## src/bpo_pkg.sv

```systemverilog
`default_nettype none

package bpo_pkg;

  localparam int unsigned CfgIdxW = 2;

  localparam logic [CfgIdxW-1:0] CfgDebounce = 2'd0;
  localparam logic [CfgIdxW-1:0] CfgHoldOff  = 2'd1;
  localparam logic [CfgIdxW-1:0] CfgIdleOff  = 2'd2;

  localparam logic [15:0] DebounceRst = 16'd50;
  localparam logic [15:0] HoldOffRst  = 16'd3000;
  localparam logic [31:0] IdleOffRst  = 32'd600000;

  typedef struct packed {
    logic [15:0] debounce_ms;
    logic [15:0] hold_off_ms;
    logic [31:0] idle_off_ms;
  } cfg_t;

  typedef struct packed {
    logic [31:0] now_ms;
    logic        button_level;
    logic        busy_req;
    logic        usb_present;
    logic        activity;
  } item_t;

  typedef struct packed {
    logic        power_latch;
    logic        power_off_event;
    logic        led_red_set;
    logic        led_clear;
  } result_t;

  typedef struct packed {
    logic        stable_level;
    logic        last_raw_level;
    logic [31:0] change_time;
    logic [31:0] press_start;
    logic        hold_flagged;
    logic [31:0] last_activity_ms;
    logic        is_off;
  } state_t;

endpackage

`default_nettype wire

```

## src/bpo_core.sv

```systemverilog
`default_nettype none

// One service pass: next state and result from the current state and one item.
module bpo_core (
  input  bpo_pkg::cfg_t    cfg_i,
  input  bpo_pkg::state_t  state_i,
  input  bpo_pkg::item_t   item_i,
  output bpo_pkg::state_t  state_o,
  output bpo_pkg::result_t result_o
);

  logic [31:0] deb_dt;
  logic [31:0] held;
  logic [31:0] hold_dt;
  logic [31:0] idle_dt;
  logic [31:0] change_time;
  logic [31:0] act_time;
  logic        accept;
  logic        release_off;

  always_comb begin
    state_o  = state_i;
    result_o = '{power_latch: 1'b1, power_off_event: 1'b0,
                 led_red_set: 1'b0, led_clear: 1'b0};
    deb_dt      = '0;
    held        = '0;
    hold_dt     = '0;
    idle_dt     = '0;
    change_time = '0;
    act_time    = '0;
    accept      = 1'b0;
    release_off = 1'b0;

    if (state_i.is_off) begin
      result_o = '0;
    end else begin
      act_time = item_i.activity ? item_i.now_ms : state_i.last_activity_ms;
      state_o.last_activity_ms = act_time;

      // debounce
      change_time = (item_i.button_level != state_i.last_raw_level) ?
                    item_i.now_ms : state_i.change_time;
      state_o.change_time    = change_time;
      state_o.last_raw_level = item_i.button_level;
      deb_dt = item_i.now_ms - change_time;
      accept = (deb_dt >= {16'd0, cfg_i.debounce_ms}) &&
               (item_i.button_level != state_i.stable_level);

      if (accept) begin
        state_o.stable_level = item_i.button_level;
        if (item_i.button_level) begin
          state_o.press_start      = item_i.now_ms;
          state_o.hold_flagged     = 1'b0;
          state_o.last_activity_ms = item_i.now_ms;
        end else begin
          held = item_i.now_ms - state_i.press_start;
          state_o.press_start = '0;
          result_o.led_clear  = state_i.hold_flagged;
          release_off = (state_i.press_start != '0) &&
                        (held >= {16'd0, cfg_i.hold_off_ms});
        end
      end

      if (release_off) begin
        state_o.is_off           = 1'b1;
        result_o.power_latch     = 1'b0;
        result_o.power_off_event = 1'b1;
      end else begin
        // hold indication
        hold_dt = item_i.now_ms - state_o.press_start;
        if (state_o.stable_level && (state_o.press_start != '0) &&
            !state_o.hold_flagged && (hold_dt >= {16'd0, cfg_i.hold_off_ms})) begin
          state_o.hold_flagged = 1'b1;
          result_o.led_red_set = 1'b1;
        end

        // inactivity timer
        idle_dt = item_i.now_ms - state_o.last_activity_ms;
        if (item_i.busy_req) begin
          state_o.last_activity_ms = item_i.now_ms;
        end else if (idle_dt >= cfg_i.idle_off_ms) begin
          if (item_i.usb_present) begin
            state_o.last_activity_ms = item_i.now_ms;
          end else begin
            state_o.is_off           = 1'b1;
            result_o.power_latch     = 1'b0;
            result_o.power_off_event = 1'b1;
          end
        end
      end
    end
  end

endmodule

`default_nettype wire

```

## src/button_power_off_and_idle_timer.sv

```systemverilog
// Path: input register, then the core, then the result register; a pass is one combinational
// step on the state, and a stall at the result register holds the item in the input register.
// Throughput: one service pass per cycle unless the result register is stalled.
// The input register advances whenever the result register is empty or being taken.
// Reset (rst_ni low, asynchronous): state cleared, registers to defaults (debounce 50,
// hold 3000, idle 600000); pipeline empty. The result register itself is not reset.
`default_nettype none

module button_power_off_and_idle_timer (
  input  wire                               clk_i,
  input  wire                               rst_ni,
  // item channel
  input  wire                               in_valid_i,
  output logic                              in_ready_o,
  input  wire  [31:0]                       now_ms_i,
  input  wire                               button_level_i,
  input  wire                               busy_req_i,
  input  wire                               usb_present_i,
  input  wire                               activity_i,
  // result channel
  output logic                              out_valid_o,
  input  wire                               out_ready_i,
  output logic                              power_latch_o,
  output logic                              power_off_event_o,
  output logic                              led_red_set_o,
  output logic                              led_clear_o,
  // register write channel
  input  wire                               cfg_valid_i,
  output logic                              cfg_ready_o,
  input  wire  [bpo_pkg::CfgIdxW-1:0]       cfg_index_i,
  input  wire  [31:0]                       cfg_data_i
);

  bpo_pkg::cfg_t    cfg_q;
  bpo_pkg::state_t  state_q, state_d;
  bpo_pkg::item_t   item_q;
  bpo_pkg::result_t res_q, res_d;
  logic             in_valid_q;
  logic             out_valid_q;
  logic             advance;

  // Register writes are always taken; they must only arrive while the block is idle, which the block does not enforce.
  assign cfg_ready_o = 1'b1;

  always_ff @(posedge clk_i or negedge rst_ni) begin
    if (!rst_ni) begin
      cfg_q.debounce_ms <= bpo_pkg::DebounceRst;
      cfg_q.hold_off_ms <= bpo_pkg::HoldOffRst;
      cfg_q.idle_off_ms <= bpo_pkg::IdleOffRst;
    end else if (cfg_valid_i) begin
      unique case (cfg_index_i)
        bpo_pkg::CfgDebounce: cfg_q.debounce_ms <= cfg_data_i[15:0];
        bpo_pkg::CfgHoldOff:  cfg_q.hold_off_ms <= cfg_data_i[15:0];
        bpo_pkg::CfgIdleOff:  cfg_q.idle_off_ms <= cfg_data_i;
        default: ;
      endcase
    end
  end

  // Move the held item into the result register when that register is free or drains.
  assign advance    = in_valid_q && (!out_valid_q || out_ready_i);
  assign in_ready_o = !in_valid_q || advance;

  always_ff @(posedge clk_i or negedge rst_ni) begin
    if (!rst_ni) begin
      in_valid_q <= 1'b0;
    end else if (in_ready_o) begin
      in_valid_q <= in_valid_i;
    end
  end

  always_ff @(posedge clk_i) begin
    if (in_valid_i && in_ready_o) begin
      item_q <= '{now_ms: now_ms_i, button_level: button_level_i, busy_req: busy_req_i,
                  usb_present: usb_present_i, activity: activity_i};
    end
  end

  bpo_core u_core (
    .cfg_i    (cfg_q),
    .state_i  (state_q),
    .item_i   (item_q),
    .state_o  (state_d),
    .result_o (res_d)
  );

  // Commit the pass: state and result update together.
  always_ff @(posedge clk_i or negedge rst_ni) begin
    if (!rst_ni) begin
      state_q <= '0;
    end else if (advance) begin
      state_q <= state_d;
    end
  end

  always_ff @(posedge clk_i or negedge rst_ni) begin
    if (!rst_ni) begin
      out_valid_q <= 1'b0;
    end else if (advance) begin
      out_valid_q <= 1'b1;
    end else if (out_ready_i) begin
      out_valid_q <= 1'b0;
    end
  end

  always_ff @(posedge clk_i) begin
    if (advance) begin
      res_q <= res_d;
    end
  end

  assign out_valid_o       = out_valid_q;
  assign power_latch_o     = res_q.power_latch;
  assign power_off_event_o = res_q.power_off_event;
  assign led_red_set_o     = res_q.led_red_set;
  assign led_clear_o       = res_q.led_clear;

  // Power-off is sticky until reset.
  a_off_sticky: assert property (@(posedge clk_i) disable iff (!rst_ni)
    state_q.is_off |=> state_q.is_off)
    else $error("power-off state dropped");

  // A power-off event never reports the supply as latched.
  a_event_unlatched: assert property (@(posedge clk_i) disable iff (!rst_ni)
    out_valid_o && power_off_event_o |-> !power_latch_o)
    else $error("power-off event with latch high");

  // A pass taken while off reports the supply released.
  a_off_result: assert property (@(posedge clk_i) disable iff (!rst_ni)
    advance && state_q.is_off |=> out_valid_o && !power_latch_o && !power_off_event_o)
    else $error("pass while off produced a live result");

  // A held item that cannot advance stays in the input register.
  a_hold_item: assert property (@(posedge clk_i) disable iff (!rst_ni)
    in_valid_q && !advance |=> in_valid_q)
    else $error("stalled item lost");

  // Every commit of a pass lands in the result register.
  a_commit_out: assert property (@(posedge clk_i) disable iff (!rst_ni)
    advance |=> out_valid_o)
    else $error("committed pass left no result");

endmodule

`default_nettype wire

```

## config.mk

```make
export PLATFORM = sky130hd
export DESIGN_NAME = button_power_off_and_idle_timer
export DESIGN_NICKNAME = d
export VERILOG_FILES = /design/src/bpo_pkg.sv /design/src/bpo_core.sv /design/src/button_power_off_and_idle_timer.sv
export SDC_FILE = /design/constraint.sdc
export NUM_CORES = 1
export LEC_CHECK = 0
export ABC_CLOCK_PERIOD_IN_PS = 20200
export BUFFER_PORTS_ARGS = -buffer_cell sky130_fd_sc_hd__buf_2
export CAP_MARGIN = 30
export CORE_MARGIN = 2
export CORE_UTILIZATION = 50
export DETAILED_ROUTE_END_ITERATION = 8
export PLACE_DENSITY = 0.73
export SLEW_MARGIN = 20
export SYNTH_ARGS = -nofsm -noshare
export SYNTH_HDL_FRONTEND = slang
export SYNTH_SLANG_ARGS = --single-unit
```

## constraint.sdc

```tcl
create_clock -name clk_i -period 20.2 [get_ports clk_i]
set_input_delay 3.03 -clock clk_i [delete_from_list [all_inputs] [get_ports clk_i]]
set_output_delay 3.03 -clock clk_i [all_outputs]
set_load 0.1 [all_outputs]
```

### After elaboration in Yosys (flattened, before gate mapping)

Index checks and enable logic that the tools add are counted.

* bits in registers: 206
* bits of input ports: 75
* output and inout bits: 7

* add/sub/neg operators: 4
* order comparisons: 4
* equal/unequal tests: 4
* muxes and demuxes: 27
* bitwise logic cells: 2
* reductions and logical operators: 22

Operators by type and width (number)
* 2-to-1 mux 32 bit: 5
* 2-to-1 mux 65 bit: 2
* subtractor 32 bit: 4
* 2-to-1 mux 33 bit: 3
* greater-or-equal comparator 32 x 16 -> 1 bit: 3
* nonzero test 32 bit: 2
* greater-or-equal comparator 32 bit: 1
* 2-to-1 mux 1 bit: 14
* AND reduction 2 bit: 4
* logical AND 1 bit: 7
* 2-to-1 mux 2 bit: 3
* logical NOT 1 bit: 3
* OR reduction 3 bit: 1
* == test 2 x 1 -> 1 bit, second input constant: 1
* == test 2 bit, second input constant: 1
* logical NOT 2 bit: 1
* logical OR 1 bit: 2
* != test 1 bit: 2
* inverter 1 bit: 2
* nonzero test 2 bit: 1
* OR reduction 2 bit: 1

### Longest topological paths before layout

* word-level depth: 13
* gate-level depth with buffers: 63
* mapped depth without buffers: 57

### By module

From an unflattened synthesis, not the netlist that was laid out.

* cells, all modules: 2024
* area, all modules: 18874.4 um^2

Modules (own cells, without submodules)
* bpo_core: instances 1, cells each 1626, area each 11402.2 um^2
* button_power_off_and_idle_timer: instances 1, cells each 398, area each 7472.2 um^2

### Worst setup path after synthesis

OpenSTA, ideal clock, no wires.

* path kind: register -> register
* start point: reg item_q[3] in the netlist's numbering
* end point: reg state_q[10] in the netlist's numbering
* setup time: 0.125 ns
* arrival: 10.897 ns
* setup slack: 9.178 ns
* stages on the path, launching flop included: 62
* path buffers: 7
* period minus slack after synthesis: 11.022 ns
* cells stage by stage: edfxtp_1 buf_2 xnor2_2 buf_4 clkbuf_1 buf_1 nor2_1 a21oi_1 ha_1 a21o_1 a41oi_1 nand3_1 o21ai_1 xnor2_1 ha_1 o21ai_0 nor2_1 nor3_1 [26 not listed] xnor2_1 ha_1 a21o_1 a21oi_1 nor2b_1 o21ai_0 nand2b_1 a21oi_1 nor2b_1 o21ai_0 nand2b_1 a2111oi_0 o41ai_1 a21oi_1 o21ai_0 nand2_1 buf_2 mux2_2

* word-level cells in the longest chain between the ends: 12
* elaborated cells between the ends (all ways): 18
* classes of those cells: add/sub: 2; order compare: 2; eq/ne: 2; mux: 11; reduce/logical: 1

Ends and longest elaborated chain
* from (decl): RTL line button_power_off_and_idle_timer.sv:36 `bpo_pkg::item_t item_q;`
* from (signal assigned): RTL line button_power_off_and_idle_timer.sv:74 `item_q <= '{now_ms: now_ms_i, button_level: button_level_i, busy_req: busy_req_i,`
* != test 1 bit: RTL line bpo_core.sv:41 `change_time = (item_i.button_level != state_i.last_raw_level) ?`
* 2-to-1 mux 32 bit: RTL line bpo_core.sv:41
* subtractor 32 bit: RTL line bpo_core.sv:45 `deb_dt = item_i.now_ms - change_time;`
* greater-or-equal comparator 32 x 16 -> 1 bit: RTL line bpo_core.sv:46 `accept = (deb_dt >= {16'd0, cfg_i.debounce_ms}) &&`
* logical AND 1 bit: RTL line bpo_core.sv:46
* 2-to-1 mux 65 bit: RTL line bpo_core.sv:49 `if (accept) begin`
* 2-to-1 mux 65 bit: RTL line bpo_core.sv:34 `if (state_i.is_off) begin`
* subtractor 32 bit: RTL line bpo_core.sv:78 `idle_dt = item_i.now_ms - state_o.last_activity_ms;`
* greater-or-equal comparator 32 bit: RTL line bpo_core.sv:81 `end else if (idle_dt >= cfg_i.idle_off_ms) begin`
* 2-to-1 mux 33 bit: RTL line bpo_core.sv:81
* 2-to-1 mux 32 bit: RTL line bpo_core.sv:79 `if (item_i.busy_req) begin`
* 2-to-1 mux 33 bit *: RTL line bpo_core.sv:64 `if (release_off) begin`
* to (signal assigned): RTL line button_power_off_and_idle_timer.sv:92 `state_q <= state_d;`
* to (decl): RTL line button_power_off_and_idle_timer.sv:35 `bpo_pkg::state_t state_q, state_d;`

Mark *: on every way between the ends. The rest lies on a longest branch, timed or not. The select of a mux whose other input is x is not followed.
A chain may end at the register's enable or synchronous reset.

### Worst setup path in the final report

* start point: reg item_q[3] in the netlist's numbering
* end point: reg state_q[6] in the netlist's numbering

Same word-level chain as after synthesis.

==> impl_metrics.json <==
{
  "core_um2": 34400,
  "clock_latency_ns": 0.56,
  "regToRegSetupSlack_ns": 7.29,
  "yosysTopAreaCell": "dfrtp_1",
  "ys_ff_latch": 206,
  "netSwitchingPower_mw": 1.38,
  "fin_skew_ns": 0.0219,
  "antenna_cells": 0,
  "clk_pin_slew_ns": 0.07,
  "syn_avg_cell_area_um2": 8.92,
  "crit_arrival_ns": 13.33,
  "antenna_found_initial": 1,
  "cts_resized": 0,
  "yosysMostFrequentCell": "ha_1",
  "yosys_warnings": 0,
  "setup_viol": 0,
  "cts_buffers": 26,
  "gp_congestion": 0.936,
  "p_leak_nw": 8.67,
  "max_slew_margin_pct": 33.9,
  "period_minus_slack_ns": 12.91,
  "worst_path_largest_cell_delay_ns": 0.59,
  "grt_max_degree": 102,
  "synth_edf_count": 40,
  "dp_hpwl_um": 40600,
  "combPwrFrac_pct": 60.1,
  "syn_nets": 2219,
  "async_flop_share_pct": 80.6,
  "r2r-start": "item_q[3]$_DFFE_PP_",
  "drive_gt1_share_pct": 14.2,
  "worst-path-max-fanout": 36,
  "crit_path_start_kind": "flop",
  "die_y_um": 190,
  "wl_per_cell_um": 21.4,
  "hp-class": "flop to flop",
  "hold_viol_final": 0,
  "hold_path_end": "state_q[80]$_DFFE_PN0P_",
  "slowest_stage": "xnor2_4",
  "ctsHoldBuffers": 0,
  "status": "finished, final reports clean",
  "drc": 0,
  "timing.critical_path.mode_cell": "a21oi_1",
  "p_seq_share_pct": 22.5,
  "drt.antenna.violating_nets": 0,
  "finalPower_mw": 3.03,
  "p_int_mw": 1.65,
  "vdd_drop_max_mv": 0.110,
  "crit_family": "compound AO/OA/AOI/OAI gates",
  "swShare_pct": 45.6,
  "r2r_end": "state_q[6]$_DFFE_PN0P_",
  "multiInputGateArea_um2": 11200,
  "min_path_cells": 2,
  "post-route-period-util_pct": 63.9,
  "row_count": 68,
  "hp-start": "state_q[80]$_DFFE_PN0P_",
  "first_global_vias": 14799,
  "synth.distinct_cells": 88,
  "grt_use_met2_pct": 47.8,
  "yosys-top-cells-count": "ha_1, nand2_1, a21oi_1, dfrtp_1, o21ai_0",
  "seq_area_um2": 5380,
  "cp.required_ns": 20.63,
  "viasPerCell": 6.13,
  "syn_inst": 1946,
  "p_per_area_nw_per_um2": 157,
  "fmax_mhz": 77.5,
  "path_buf_inv": 5,
  "clock-root-buffer": "clkbuf_16",
  "ioPinCount": 82,
  "synth_area_leaders": "dfrtp_1, ha_1, edfxtp_1",
  "dr.pass1.iters": 6,
  "met1_usage_pct": 41.0,
  "nFillCells": 3116,
  "p_clk_share_pct": 17.4,
  "endpoint_kind": "flop",
  "rr_worst_depth": 59,
  "num_vias": 15203,
  "grt_pass1_wl_um": 83000,
  "cts_tree": "yes",
  "cts_buffer_depth": 3,
  "tightest_slew_ns": 0.967,
  "port_buffers": 80,
  "die_x_um": 190,
  "busiest_layer": "met2",
  "grt_overflow": 0,
  "wl_um": 53200,
  "synth_top_area_share_pct": 21.3,
  "drv_cap": 0,
  "nNetsFinal": 2279,
  "rsz0062_at_grt": "no",
  "cts.sinks": 206,
  "cts-htree-levels": 1,
  "met3_usage_pct": 3.75,
  "die_area_um2": 36200,
  "post-cts-setup-buffers": 0,
  "tns_ns": 0,
  "maxSlewViolCount": 0,
  "crit_type": "flop to flop",
  "syn_area_um2": 17400,
  "synthFlopType": "dfrtp_1",
  "grt.total_usage_pct": 29.4,
  "synthToLayoutAreaGrowth_pct": 11.0,
  "drtIter0Drc": 1217,
  "initial_core_util_pct": 50.5,
  "ys_seq_area_share_pct": 31.0
}
-- layout by cell type, fill, tap and decap left out, types with 38 or more instances in the layout --
| cell | netlist | routed |
|---|---|---|
| nand2_1 | 172 | 172 |
| edfxtp_1 | 40 | 40 |
| inv_1 | 142 | 142 |
| mux2i_1 | 53 | 53 |
| nand2b_1 | 38 | 38 |
| a21oi_1 | 150 | 150 |
| o21ai_0 | 148 | 147 |
| xnor2_1 | 58 | 58 |
| nor2_1 | 100 | 99 |
| ha_1 | 195 | 195 |
| buf_2 | 15 | 79 |
| a21o_1 | 58 | 58 |
| mux2_2 | 91 | 91 |
| dfrtp_1 | 148 | 148 |
-- power groups by stage --
stage               registers, mW  clock network, mW  logic (mW)
finish                      0.681              0.528        1.82
CTS                         0.677              0.532        1.80
floorplan                   0.638                  0        1.37
global route                0.696              0.549        2.03
detailed placement          0.683                  0        1.78
global placement            0.676                  0        1.75
-- worst register-to-register path, delay by kind of cell (launching register included) --
kind                     cells  cell delay, ns
multiplexers                 1            0.41
flip-flops                   1            0.37
AND/OR/NAND/NOR             19            3.24
adder cells (fa/ha/maj)      5            1.13
AO/OA/AOI/OAI               26            5.07
XOR/XNOR                     3            0.91
buffers and inverters        5            1.64
-- kinds of logic (layout without fill, tap and decap cells) --
logic type | after synthesis | count (layout) | synth area share, %
flip-flops | 206 | 206 | 31.0
AND/OR/NAND/NOR | 519 | 519 | 14.7
adder cells (fa/ha/maj) | 204 | 204 | 14.8
XOR/XNOR | 93 | 93 | 4.78
buffers and inverters | 211 | 291 | 4.83
other | 1 | 1 | 0.0216
multiplexers | 145 | 145 | 9.09
AO/OA/AOI/OAI | 567 | 567 | 20.8
-- layer usage --
layer	routed length (um)	vias up	part of all wire (%)
met5	0	-	0
met4	1620	0	3.0
met3	3650	104	6.9
met2	24300	553	46
met1	23600	7306	44
li1	-	7240	-
-- cell type report --
cell class                 instances  area share (%)
clock buffer                      35            4.26
clock inverter                    13           0.903
inverter                         142            2.77
multi-input combinational       1529            58.0
sequential                       206            27.9
tap                              455            2.96
timing repair buffer             101            3.20
-- per-stage QoR --
stage / util [%] / hold WS, ns / setup WS, ns / instance area [um^2] / cells
finish: 56.0 / 0.478 / 7.29 / 19300 / 2481
global route: 56.0 / 0.502 / 6.25 / 19300 / 2481
CTS: 55.8 / 0.483 / 7.42 / 19200 / 2478
detailed placement: 53.0 / 0.469 / 7.46 / 18200 / 2430
global placement: 52.9 / 0.464 / 7.75 / 18200 / 2429
floorplan: - / 0.449 / 9.18 / 17400 / 1946
-- registers in the layout (all words and copies together) (netlist names) --
| register | cells |
|---|---|
| led_red_set_o | 1 |
| state_q | 100 |
| item_q | 36 |
| out_valid_o | 1 |
| in_valid_q | 1 |
| cfg_q | 64 |
| led_clear_o | 1 |
| power_latch_o | 1 |
| power_off_event_o | 1 |
-- how the worst max path moves through the flow --
stage | from | endpoint | slack (ns) | cells after the start
2_1_floorplan | item_q[3]$_DFFE_PP_ | state_q[10]$_DFFE_PN0P_ | 9.18 | 61
3_3_place_gp | item_q[3]$_DFFE_PP_ | state_q[14]$_DFFE_PN0P_ | 7.75 | 59
3_5_place_dp | item_q[3]$_DFFE_PP_ | state_q[8]$_DFFE_PN0P_ | 7.46 | 59
5_1_grt | item_q[3]$_DFFE_PP_ | state_q[18]$_DFFE_PN0P_ | 6.25 | 59
4_1_cts | item_q[3]$_DFFE_PP_ | state_q[6]$_DFFE_PN0P_ | 7.42 | 59
6_report | item_q[3]$_DFFE_PP_ | state_q[6]$_DFFE_PN0P_ | 7.29 | 59
(Power assumes the default switching activity.)
